**config.mk**
```make
export PLATFORM = sky130hd
export DESIGN_NAME = markov_chain_step_sampler
export DESIGN_NICKNAME = d
export VERILOG_FILES = /design/src/design/mcss_pkg.sv /design/src/design/markov_chain_step_sampler.sv /design/src/design/mcss_tbl_ram.sv
export SDC_FILE = /design/constraint.sdc
export NUM_CORES = 2
export LEC_CHECK = 0
export BUFFER_PORTS_ARGS = -buffer_cell sky130_fd_sc_hd__buf_2
export CAP_MARGIN = 10
export CORE_UTILIZATION = 35
export DETAILED_ROUTE_END_ITERATION = 10
export GPL_TIMING_DRIVEN = 0
export PLACE_DENSITY_LB_ADDON = 0.25
export SLEW_MARGIN = 30
export SYNTH_ARGS = -nofsm -noshare
export SYNTH_HDL_FRONTEND = slang
export SYNTH_SLANG_ARGS = --single-unit
```
**constraint.sdc**
```tcl
create_clock -name clk -period 6.1 [get_ports clk]
set_input_delay 0.915 -clock clk [delete_from_list [all_inputs] [get_ports clk]]
set_output_delay 0.915 -clock clk [all_outputs]
set_load 0.05 [all_outputs]
```
**src/design/mcss_pkg.sv**
```systemverilog
// Package for the Markov chain step sampler: shared constants, item kinds,
// configuration register indexes and the sequencer state type.
// No dependencies.
package mcss_pkg;

  localparam int MAX_STATES_DEF = 8;
  localparam int PROB_BITS_DEF  = 16;

  localparam int KIND_W     = 2;
  localparam int CFG_IDX_W  = 2;
  localparam int CFG_DATA_W = 32;
  localparam int CFG_NUM_W  = 4;
  localparam int STEPS_W    = 32;
  localparam int DWELL_W    = 32;

  localparam logic [CFG_NUM_W-1:0] NUM_STATES_RST = CFG_NUM_W'(2);
  localparam logic [STEPS_W-1:0]   STEPS_RST      = STEPS_W'(1);

  // Configuration register indexes.
  localparam logic [CFG_IDX_W-1:0] CFG_NUM_STATES = CFG_IDX_W'(0);
  localparam logic [CFG_IDX_W-1:0] CFG_STEPS      = CFG_IDX_W'(1);

  typedef enum logic [KIND_W-1:0] {
    KIND_LOAD  = 2'd0,
    KIND_START = 2'd1,
    KIND_STEP  = 2'd2
  } kind_t;

  typedef enum logic [2:0] {
    ST_IDLE,
    ST_WALK,
    ST_INC,
    ST_EMIT_RD,
    ST_EMIT_WR
  } seq_state_t;

endpackage

```
**src/design/markov_chain_step_sampler.sv**
```systemverilog
// Markov chain step sampler: top level with the stepping sequencer and the
// dwell counter memory. Depends on mcss_pkg and mcss_tbl_ram.
//
// A load transaction writes one transition table entry and a start
// transaction sets the chain state. A step transaction walks the current
// state's table row one column per cycle through the single read port of
// the table memory, visiting columns until the cumulative sum reaches the
// random value (1 to n columns): the first read is issued while idle, then
// come the column compares and a read-modify-write of the dwell counter.
// The step that closes a window then reads out the n dwell counters one
// result at a time, each a read and then an output load, which waits while
// the output side stalls. A finished result waits in the output register
// while new input transactions are taken, so the input side only waits
// while a step or a read-out is in progress. There is no clearing pass
// after reset: the dwell counters carry one valid bit each, which reset, a
// start or a window end clears.
module markov_chain_step_sampler #(
  parameter int MAX_STATES = mcss_pkg::MAX_STATES_DEF,
  parameter int PROB_BITS  = mcss_pkg::PROB_BITS_DEF,
  localparam int STATE_W   = $clog2(MAX_STATES)
) (
  input  logic                             clk,
  input  logic                             rst_n,
  // Configuration write channel.
  input  logic                             cfg_valid,
  output logic                             cfg_ready,
  input  logic [mcss_pkg::CFG_IDX_W-1:0]   cfg_index,
  input  logic [mcss_pkg::CFG_DATA_W-1:0]  cfg_data,
  // Input channel.
  input  logic                             in_valid,
  output logic                             in_ready,
  input  logic [mcss_pkg::KIND_W-1:0]      in_kind,
  input  logic [STATE_W-1:0]               in_row,
  input  logic [STATE_W-1:0]               in_column,
  input  logic [PROB_BITS:0]               in_probability,
  input  logic [PROB_BITS-1:0]             in_random_value,
  input  logic [STATE_W-1:0]               in_start_state,
  // Result channel.
  output logic                             out_valid,
  input  logic                             out_ready,
  output logic [STATE_W-1:0]               out_state_index,
  output logic [mcss_pkg::DWELL_W-1:0]     out_dwell_count,
  output logic                             out_range_fault,
  output logic                             out_last
);

  localparam int PROB_W = PROB_BITS + 1;
  localparam int ADDR_W = 2 * STATE_W;
  // A whole row of entries, each below two, summed without overflow.
  localparam int CUM_W  = PROB_W + STATE_W;
  localparam int CNT_W  = $clog2(MAX_STATES + 1);
  localparam int CMP_W  = (CNT_W > mcss_pkg::CFG_NUM_W) ? CNT_W : mcss_pkg::CFG_NUM_W;
  localparam int DW_W   = mcss_pkg::DWELL_W;
  localparam int SW_W   = mcss_pkg::STEPS_W;

  // Registers.
  mcss_pkg::seq_state_t             state_r, state_nxt;
  logic [mcss_pkg::CFG_NUM_W-1:0]   num_states_r;
  logic [SW_W-1:0]                  steps_r;
  logic [STATE_W-1:0]               current_r, current_nxt;
  logic [SW_W-1:0]                  step_cnt_r, step_cnt_nxt;
  logic                             fault_r, fault_nxt;
  logic [MAX_STATES-1:0]            dw_vld_r, dw_vld_nxt;
  logic [STATE_W-1:0]               emit_idx_r, emit_idx_nxt;
  logic                             out_valid_r, out_valid_nxt;
  // Payload registers.
  logic [STATE_W-1:0]               from_r;
  logic [STATE_W-1:0]               col_r, col_nxt;
  logic [CUM_W-1:0]                 cum_r, cum_nxt;
  logic [PROB_BITS-1:0]             rnd_r;
  logic [STATE_W-1:0]               out_state_index_r;
  logic [DW_W-1:0]                  out_dwell_count_r;
  logic                             out_range_fault_r;
  logic                             out_last_r;

  // Dwell counter memory.
  logic [DW_W-1:0]                  dw_mem [MAX_STATES];
  logic [DW_W-1:0]                  dw_q_r;
  logic [STATE_W-1:0]               dw_raddr;
  logic                             dw_we;
  logic [DW_W-1:0]                  dw_count;

  // Table memory interface.
  logic                             tbl_we;
  logic [ADDR_W-1:0]                tbl_raddr;
  logic [PROB_W-1:0]                tbl_rdata;

  // Decoded controls.
  logic                             in_fire;
  logic                             emit_load;
  logic [CMP_W-1:0]                 num_ext;
  logic [CMP_W-1:0]                 n_w;
  logic [STATE_W-1:0]               n_last;
  logic [STATE_W-1:0]               cur_clamp;
  logic [STATE_W-1:0]               start_clamp;
  logic [SW_W-1:0]                  limit;
  logic [SW_W-1:0]                  step_cnt_inc;
  logic [CUM_W-1:0]                 cum_sum;
  logic                             hit;
  logic                             last_col;

  assign cfg_ready = 1'b1;
  assign in_ready  = (state_r == mcss_pkg::ST_IDLE);
  assign in_fire   = in_valid && in_ready;

  // Effective number of states: the register clamped into 2..MAX_STATES.
  always_comb begin
    num_ext = CMP_W'(num_states_r);
    if (num_ext < CMP_W'(2)) begin
      n_w = CMP_W'(2);
    end else if (num_ext > CMP_W'(MAX_STATES)) begin
      n_w = CMP_W'(MAX_STATES);
    end else begin
      n_w = num_ext;
    end
    n_last = STATE_W'(n_w - CMP_W'(1));
    cur_clamp   = (CMP_W'(current_r) < n_w) ? current_r : n_last;
    start_clamp = (CMP_W'(in_start_state) < n_w) ? in_start_state : n_last;
  end

  assign limit        = (steps_r == '0) ? SW_W'(1) : steps_r;
  assign step_cnt_inc = step_cnt_r + SW_W'(1);

  // Row walk: the entry for col_r arrives from the table this cycle.
  assign cum_sum  = cum_r + CUM_W'(tbl_rdata);
  assign hit      = (CUM_W'(rnd_r) <= cum_sum);
  assign last_col = (col_r == n_last);

  // The first column is read while idle so a step finds it ready; during the
  // walk the following column is fetched ahead of the compare.
  assign tbl_raddr = (state_r == mcss_pkg::ST_WALK) ?
                     {from_r, STATE_W'(col_r + STATE_W'(1))} :
                     {cur_clamp, {STATE_W{1'b0}}};
  assign tbl_we    = in_fire && (in_kind == mcss_pkg::KIND_LOAD);

  mcss_tbl_ram #(
    .DATA_W (PROB_W),
    .ADDR_W (ADDR_W)
  ) u_tbl_ram (
    .clk     (clk),
    .wr_en   (tbl_we),
    .wr_addr ({in_row, in_column}),
    .wr_data (in_probability),
    .rd_addr (tbl_raddr),
    .rd_data (tbl_rdata)
  );

  // A step ends its walk at col_r whether it hit or ran off the row, so the
  // dwell counter of col_r is read in that same cycle. The sequencer keeps
  // every read-modify-write apart from the next access, so no forwarding is
  // needed on this memory.
  assign dw_raddr  = (state_r == mcss_pkg::ST_WALK) ? col_r : emit_idx_r;
  assign dw_we     = (state_r == mcss_pkg::ST_INC);
  assign dw_count  = dw_vld_r[dw_raddr] ? dw_q_r : '0;
  assign emit_load = (state_r == mcss_pkg::ST_EMIT_WR) && (!out_valid_r || out_ready);

  always_ff @(posedge clk) begin
    if (dw_we) begin
      dw_mem[current_r] <= (dw_vld_r[current_r] ? dw_q_r : '0) + DW_W'(1);
    end
    dw_q_r <= dw_mem[dw_raddr];
  end

  // Sequencer.
  always_comb begin
    state_nxt     = state_r;
    current_nxt   = current_r;
    step_cnt_nxt  = step_cnt_r;
    fault_nxt     = fault_r;
    dw_vld_nxt    = dw_vld_r;
    emit_idx_nxt  = emit_idx_r;
    col_nxt       = col_r;
    cum_nxt       = cum_r;
    out_valid_nxt = out_valid_r;

    if (out_ready) begin
      out_valid_nxt = 1'b0;
    end

    unique case (state_r)
      mcss_pkg::ST_IDLE: begin
        col_nxt = '0;
        cum_nxt = '0;
        if (in_fire) begin
          unique case (in_kind)
            mcss_pkg::KIND_START: begin
              current_nxt  = start_clamp;
              step_cnt_nxt = '0;
              fault_nxt    = 1'b0;
              dw_vld_nxt   = '0;
            end
            mcss_pkg::KIND_STEP: begin
              state_nxt = mcss_pkg::ST_WALK;
            end
            default: begin
              // Loads go straight to the table; the spare code does nothing.
            end
          endcase
        end
      end
      mcss_pkg::ST_WALK: begin
        cum_nxt = cum_sum;
        if (hit || last_col) begin
          // Running off the row lands in the last state and marks the window.
          if (!hit) begin
            fault_nxt = 1'b1;
          end
          current_nxt = col_r;
          state_nxt   = mcss_pkg::ST_INC;
        end else begin
          col_nxt = STATE_W'(col_r + STATE_W'(1));
        end
      end
      mcss_pkg::ST_INC: begin
        dw_vld_nxt[current_r] = 1'b1;
        step_cnt_nxt = step_cnt_inc;
        emit_idx_nxt = '0;
        state_nxt    = (step_cnt_inc >= limit) ? mcss_pkg::ST_EMIT_RD : mcss_pkg::ST_IDLE;
      end
      mcss_pkg::ST_EMIT_RD: begin
        state_nxt = mcss_pkg::ST_EMIT_WR;
      end
      mcss_pkg::ST_EMIT_WR: begin
        if (emit_load) begin
          out_valid_nxt = 1'b1;
          if (emit_idx_r == n_last) begin
            step_cnt_nxt = '0;
            fault_nxt    = 1'b0;
            dw_vld_nxt   = '0;
            state_nxt    = mcss_pkg::ST_IDLE;
          end else begin
            emit_idx_nxt = STATE_W'(emit_idx_r + STATE_W'(1));
            state_nxt    = mcss_pkg::ST_EMIT_RD;
          end
        end
      end
      default: begin
        state_nxt = mcss_pkg::ST_IDLE;
      end
    endcase
  end

  // Control registers and configuration.
  always_ff @(posedge clk) begin
    if (!rst_n) begin
      state_r      <= mcss_pkg::ST_IDLE;
      num_states_r <= mcss_pkg::NUM_STATES_RST;
      steps_r      <= mcss_pkg::STEPS_RST;
      current_r    <= '0;
      step_cnt_r   <= '0;
      fault_r      <= 1'b0;
      dw_vld_r     <= '0;
      emit_idx_r   <= '0;
      out_valid_r  <= 1'b0;
    end else begin
      state_r     <= state_nxt;
      current_r   <= current_nxt;
      step_cnt_r  <= step_cnt_nxt;
      fault_r     <= fault_nxt;
      dw_vld_r    <= dw_vld_nxt;
      emit_idx_r  <= emit_idx_nxt;
      out_valid_r <= out_valid_nxt;
      if (cfg_valid && cfg_ready) begin
        unique case (cfg_index)
          mcss_pkg::CFG_NUM_STATES: num_states_r <= cfg_data[mcss_pkg::CFG_NUM_W-1:0];
          mcss_pkg::CFG_STEPS:      steps_r      <= cfg_data[SW_W-1:0];
          default: begin
            // Writes beyond the register list are dropped.
          end
        endcase
      end
    end
  end

  // Payload registers.
  always_ff @(posedge clk) begin
    col_r <= col_nxt;
    cum_r <= cum_nxt;
    if (in_fire) begin
      from_r <= cur_clamp;
      rnd_r  <= in_random_value;
    end
    if (emit_load) begin
      out_state_index_r <= emit_idx_r;
      out_dwell_count_r <= dw_count;
      out_range_fault_r <= fault_r;
      out_last_r        <= (emit_idx_r == n_last);
    end
  end

  assign out_valid       = out_valid_r;
  assign out_state_index = out_state_index_r;
  assign out_dwell_count = out_dwell_count_r;
  assign out_range_fault = out_range_fault_r;
  assign out_last        = out_last_r;

endmodule

```
**src/design/mcss_tbl_ram.sv**
```systemverilog
// Transition table storage: one write port, one read port, registered read
// data. Depends on nothing.
module mcss_tbl_ram #(
  parameter int DATA_W = 17,
  parameter int ADDR_W = 6
) (
  input  logic              clk,
  input  logic              wr_en,
  input  logic [ADDR_W-1:0] wr_addr,
  input  logic [DATA_W-1:0] wr_data,
  input  logic [ADDR_W-1:0] rd_addr,
  output logic [DATA_W-1:0] rd_data
);

  logic [DATA_W-1:0] mem [1 << ADDR_W];
  logic [DATA_W-1:0] rd_data_r;

  always_ff @(posedge clk) begin
    if (wr_en) begin
      mem[wr_addr] <= wr_data;
    end
    rd_data_r <= mem[rd_addr];
  end

  assign rd_data = rd_data_r;

endmodule

```
==> results.toml <==
[logic_synthesis]
synth_nets = 5113
synth.distinct_cells = 79
synth_edf_count = 1423
synth_area_per_cell_um2 = 12.9
ys_warn_count = 0
synth_top_family_by_area = "simple AND/OR/NAND/NOR gates"
async_flop_share_pct = 0
syn-cell-area_um2 = 64000
netlist_instances = 4955
synthTopCellsByArea = "edfxtp_1 (67%), nand2_1 (6.8%), nand3_1 (4.9%)"
ys_seq_area_share_pct = 71.0
synth.top_cell.area_share_pct = 66.8
ys_ff_latch = 1559
synth_common_cells = "edfxtp_1 (1423), nand2_1 (1154), nand3_1 (629)"
yosys.area.top_type = "edfxtp_1"
synth_fa_ha_area_share_pct = 1.48
yosysMostFrequentCell = "edfxtp_1"
synth_ff_type = "edfxtp_1"
synth_compound_area_share_pct = 5.55
synth-simple-area-share_pct = 15.2
synth_xor_area_share_pct = 1.15
synth_mux_area_share_pct = 3.31

[detailed_routing]
first_pass_iters = 6
vias = 42554
drtAntennaViolNets = 0
wl_per_cell_um = 25.5
drtIter0Drc = 4680
drt_wl_total_mm = 200
drc_errors = 0
via_per_inst = 5.43

[pwr]
power-per-cell-area_nw_per_um2 = 321
irDropWorstVdd_mv = 0.286
p_leak_nw = 25.5

[placed_design]
gp_congestion = 0.946
port_buffers = 117
hpwl_mm = 138
placed_area_um2 = 69300

[critical_path]
critPathMaxStageDelay_ns = 0.74
path_class = "register to register"
cp-startpoint = "num_ext[3]$_SDFFE_PN0P_"
crit_slowest_cell = "clkbuf_1"
critPathRequiredTime_ns = 6.73
cp_cell_sequence = "clkbuf_1 -> nand2b_1 -> ha_1 -> nor2b_1 -> o211ai_1 -> nand4_1 -> nand3_2 -> buf_2 -> clkbuf_1 -> clkbuf_1 -> nand3_1 -> a21oi_1 -> a211oi_1 -> o221ai_1"
r2r-start = "num_ext[3]$_SDFFE_PN0P_"
cpLargestDelayFamily = "buffers and inverters"
crit_cells = 14
reg2reg_depth = 14
startpoint_type = "register"
cp_num_buf_inv = 4
crit_fanout = 10
cp.arrival_ns = 6.20
crit_path_end_kind = "register"
critPathMostFrequentCell = "clkbuf_1"

[sta]
max_slew.worst_pin.slew_ns = 1.12
setup-violations-final = 0
rsz0062_at_grt = "false"
maxSlewViolCount = 0
hold_viol = 0
fin_hold_ws_ns = 0.280
fmax_ghz = 0.180
period_share_pct = 91.3
max_slew_margin_pct = 25.3
skew_ns = 0.0404
fin_crit_ns = 5.57

[floorplanning]
ios = 123
die_h_um = 430
rows = 156
initial_core_util_pct = 35.3
dieArea_um2 = 185000
die_w_um = 430
core-area_um2 = 181000

[final_layout]
final_util_pct = 41.2
seq_area_um2 = 45500
final_cell_area_um2 = 74600
fillers = 16769
finalNetCount = 5475
drive_above_1_share_pct = 12.2
area_growth_syn_to_layout_pct = 16.6
multi_input_area_um2 = 17700

[clock_tree]
clkLatencyLatePin_ns = 0.81
clock_sinks = 1559
postCtsHoldBufs = 0
post_cts_buffers = 0
ctsResizeCount = 0
cts_tree = "done"
numCtsBuffers = 169
htreeDepth = 4
clock-root-buffer = "clkbuf_16"
path_clk_slew_ns = 0.06
clockBufferDepth = 3

[status]
outcome = "finished, final reports clean"

[global_routing]
antenna_found_initial = 9
grt_max_degree = 65
grt_pass1_wl_mm = 286
track_usage_pct = 21.2
grt_pass1_vias = 40453
grt-ovfl-total = 0

[hold_path]
hold_path.startpoint = "in_random_value[3]"
holdPathStages = 1
hp-class = "primary input to register"

[job]
maxCapViolations = 0
==> cells by family after synthesis <==
kind of cell | after synthesis
AOI/OAI and AO/OA | 522
xor gates and xnor gates | 84
adders and majority gates | 75
buffers and inverters | 347
DFF | 1559
muxes | 155
other | 1
and+or+nand+nor | 2212
==> path summary, 6_finish.rpt <==
path         slack, ns                      endpoint
max               0.53  u_tbl_ram.rd_data[1]$_DFF_P_
min               0.28            rnd_r[3]$_DFFE_PP_
max reg2reg       0.53  u_tbl_ram.rd_data[1]$_DFF_P_
min reg2reg       0.49       steps_r[7]$_SDFFE_PN0P_
==> layer usage <==
layer | share of wire, % | vias to the layer above | wire, um | global-route usage [%]
met2 | 45 | 1900 | 89800 | 32.6
met3 | 8.2 | 341 | 16400 | 4.13
met4 | 4.0 | 2 | 8070 | 8.76
li1 | - | 18999 | - | -
met1 | 43 | 21312 | 85300 | 29.4
met5 | 0.0035 | - | 7 | 0
==> registers in the layout, summed over array words and instances (netlist names) <==
signal and count:
col_r 3, cum_r 20, current_r 3, dw_mem 256
dw_q_r 32, dw_vld_r 8, emit_idx_r 3, fault_r 1
from_r 3, num_ext 4, out_dwell_count 32, out_last 1
out_range_fault 1, out_state_index 3, out_valid 1, rnd_r 16
state_r 3, step_cnt_r 32, steps_r 32, u_tbl_ram.mem 1088
u_tbl_ram.rd_data 17
==> cell type report <==
cell class	count	area share [%]
Tap cell	2370	3.98
Inverter	55	0.277
Multi-Input combinational cell	3049	23.8
Antenna cell	6	0.0201
Sequential cell	1559	60.9
Clock buffer	234	6.22
Timing Repair Buffer	191	2.26
Clock inverter	78	0.852
Buffer	292	1.65
==> where the power goes <==
part           internal [mW]  switching (mW)  total (mW)
Combinational          0.623            1.68        2.30
Clock                   5.56            4.30        9.86
Sequential              11.7          0.0627        11.8
==> placed cells by master, fill, tap and decap left out, types with 23 or more instances in the layout <==
| cell type | instances |
|---|---|
| edfxtp_1 | 1423 |
| nand2_1 | 1154 |
| nand3_1 | 628 |
| clkbuf_1 | 224 |
| buf_2 | 186 |
| clkbuf_16 | 175 |
| dfxtp_1 | 136 |
| a21oi_1 | 125 |
| nor2_1 | 108 |
| mux2i_1 | 103 |
| nor2b_1 | 80 |
| o21ai_0 | 77 |
| ha_1 | 74 |
| nor2_4 | 54 |
| inv_1 | 52 |
| a221oi_1 | 47 |
| xnor2_1 | 45 |
| mux4_2 | 45 |
| a21boi_0 | 44 |
| a31oi_1 | 44 |
| and3_1 | 39 |
| xor2_1 | 39 |
| buf_1 | 39 |
| buf_4 | 33 |
| clkinv_1 | 31 |
| nand4_1 | 28 |
| a21o_1 | 28 |
| clkinv_2 | 28 |
| a22oi_1 | 26 |
| a311oi_1 | 23 |
==> worst register-to-register path, delay by kind of cell, from the launching register on <==
family | cells | cell delay [ns]
flops | 1 | 0.30
buf+inv | 4 | 2.18
compound gates | 4 | 1.27
simple gates | 5 | 1.35
fa+ha+maj | 1 | 0.29
==> per-stage QoR <==
step                TNS, ns  power [mW]  worst slack, ns  std cells
floorplan                 0        13.2             1.49       4955
finish                    0        24.0            0.533       7834
global route              0        24.6            0.455       7829
CTS                       0        24.0            0.512       7828
detailed placement        0        14.3            0.529       7516
global placement    -237.51        14.2            -2.29       7442
No activity file was read; power rests on OpenSTA's default activity.
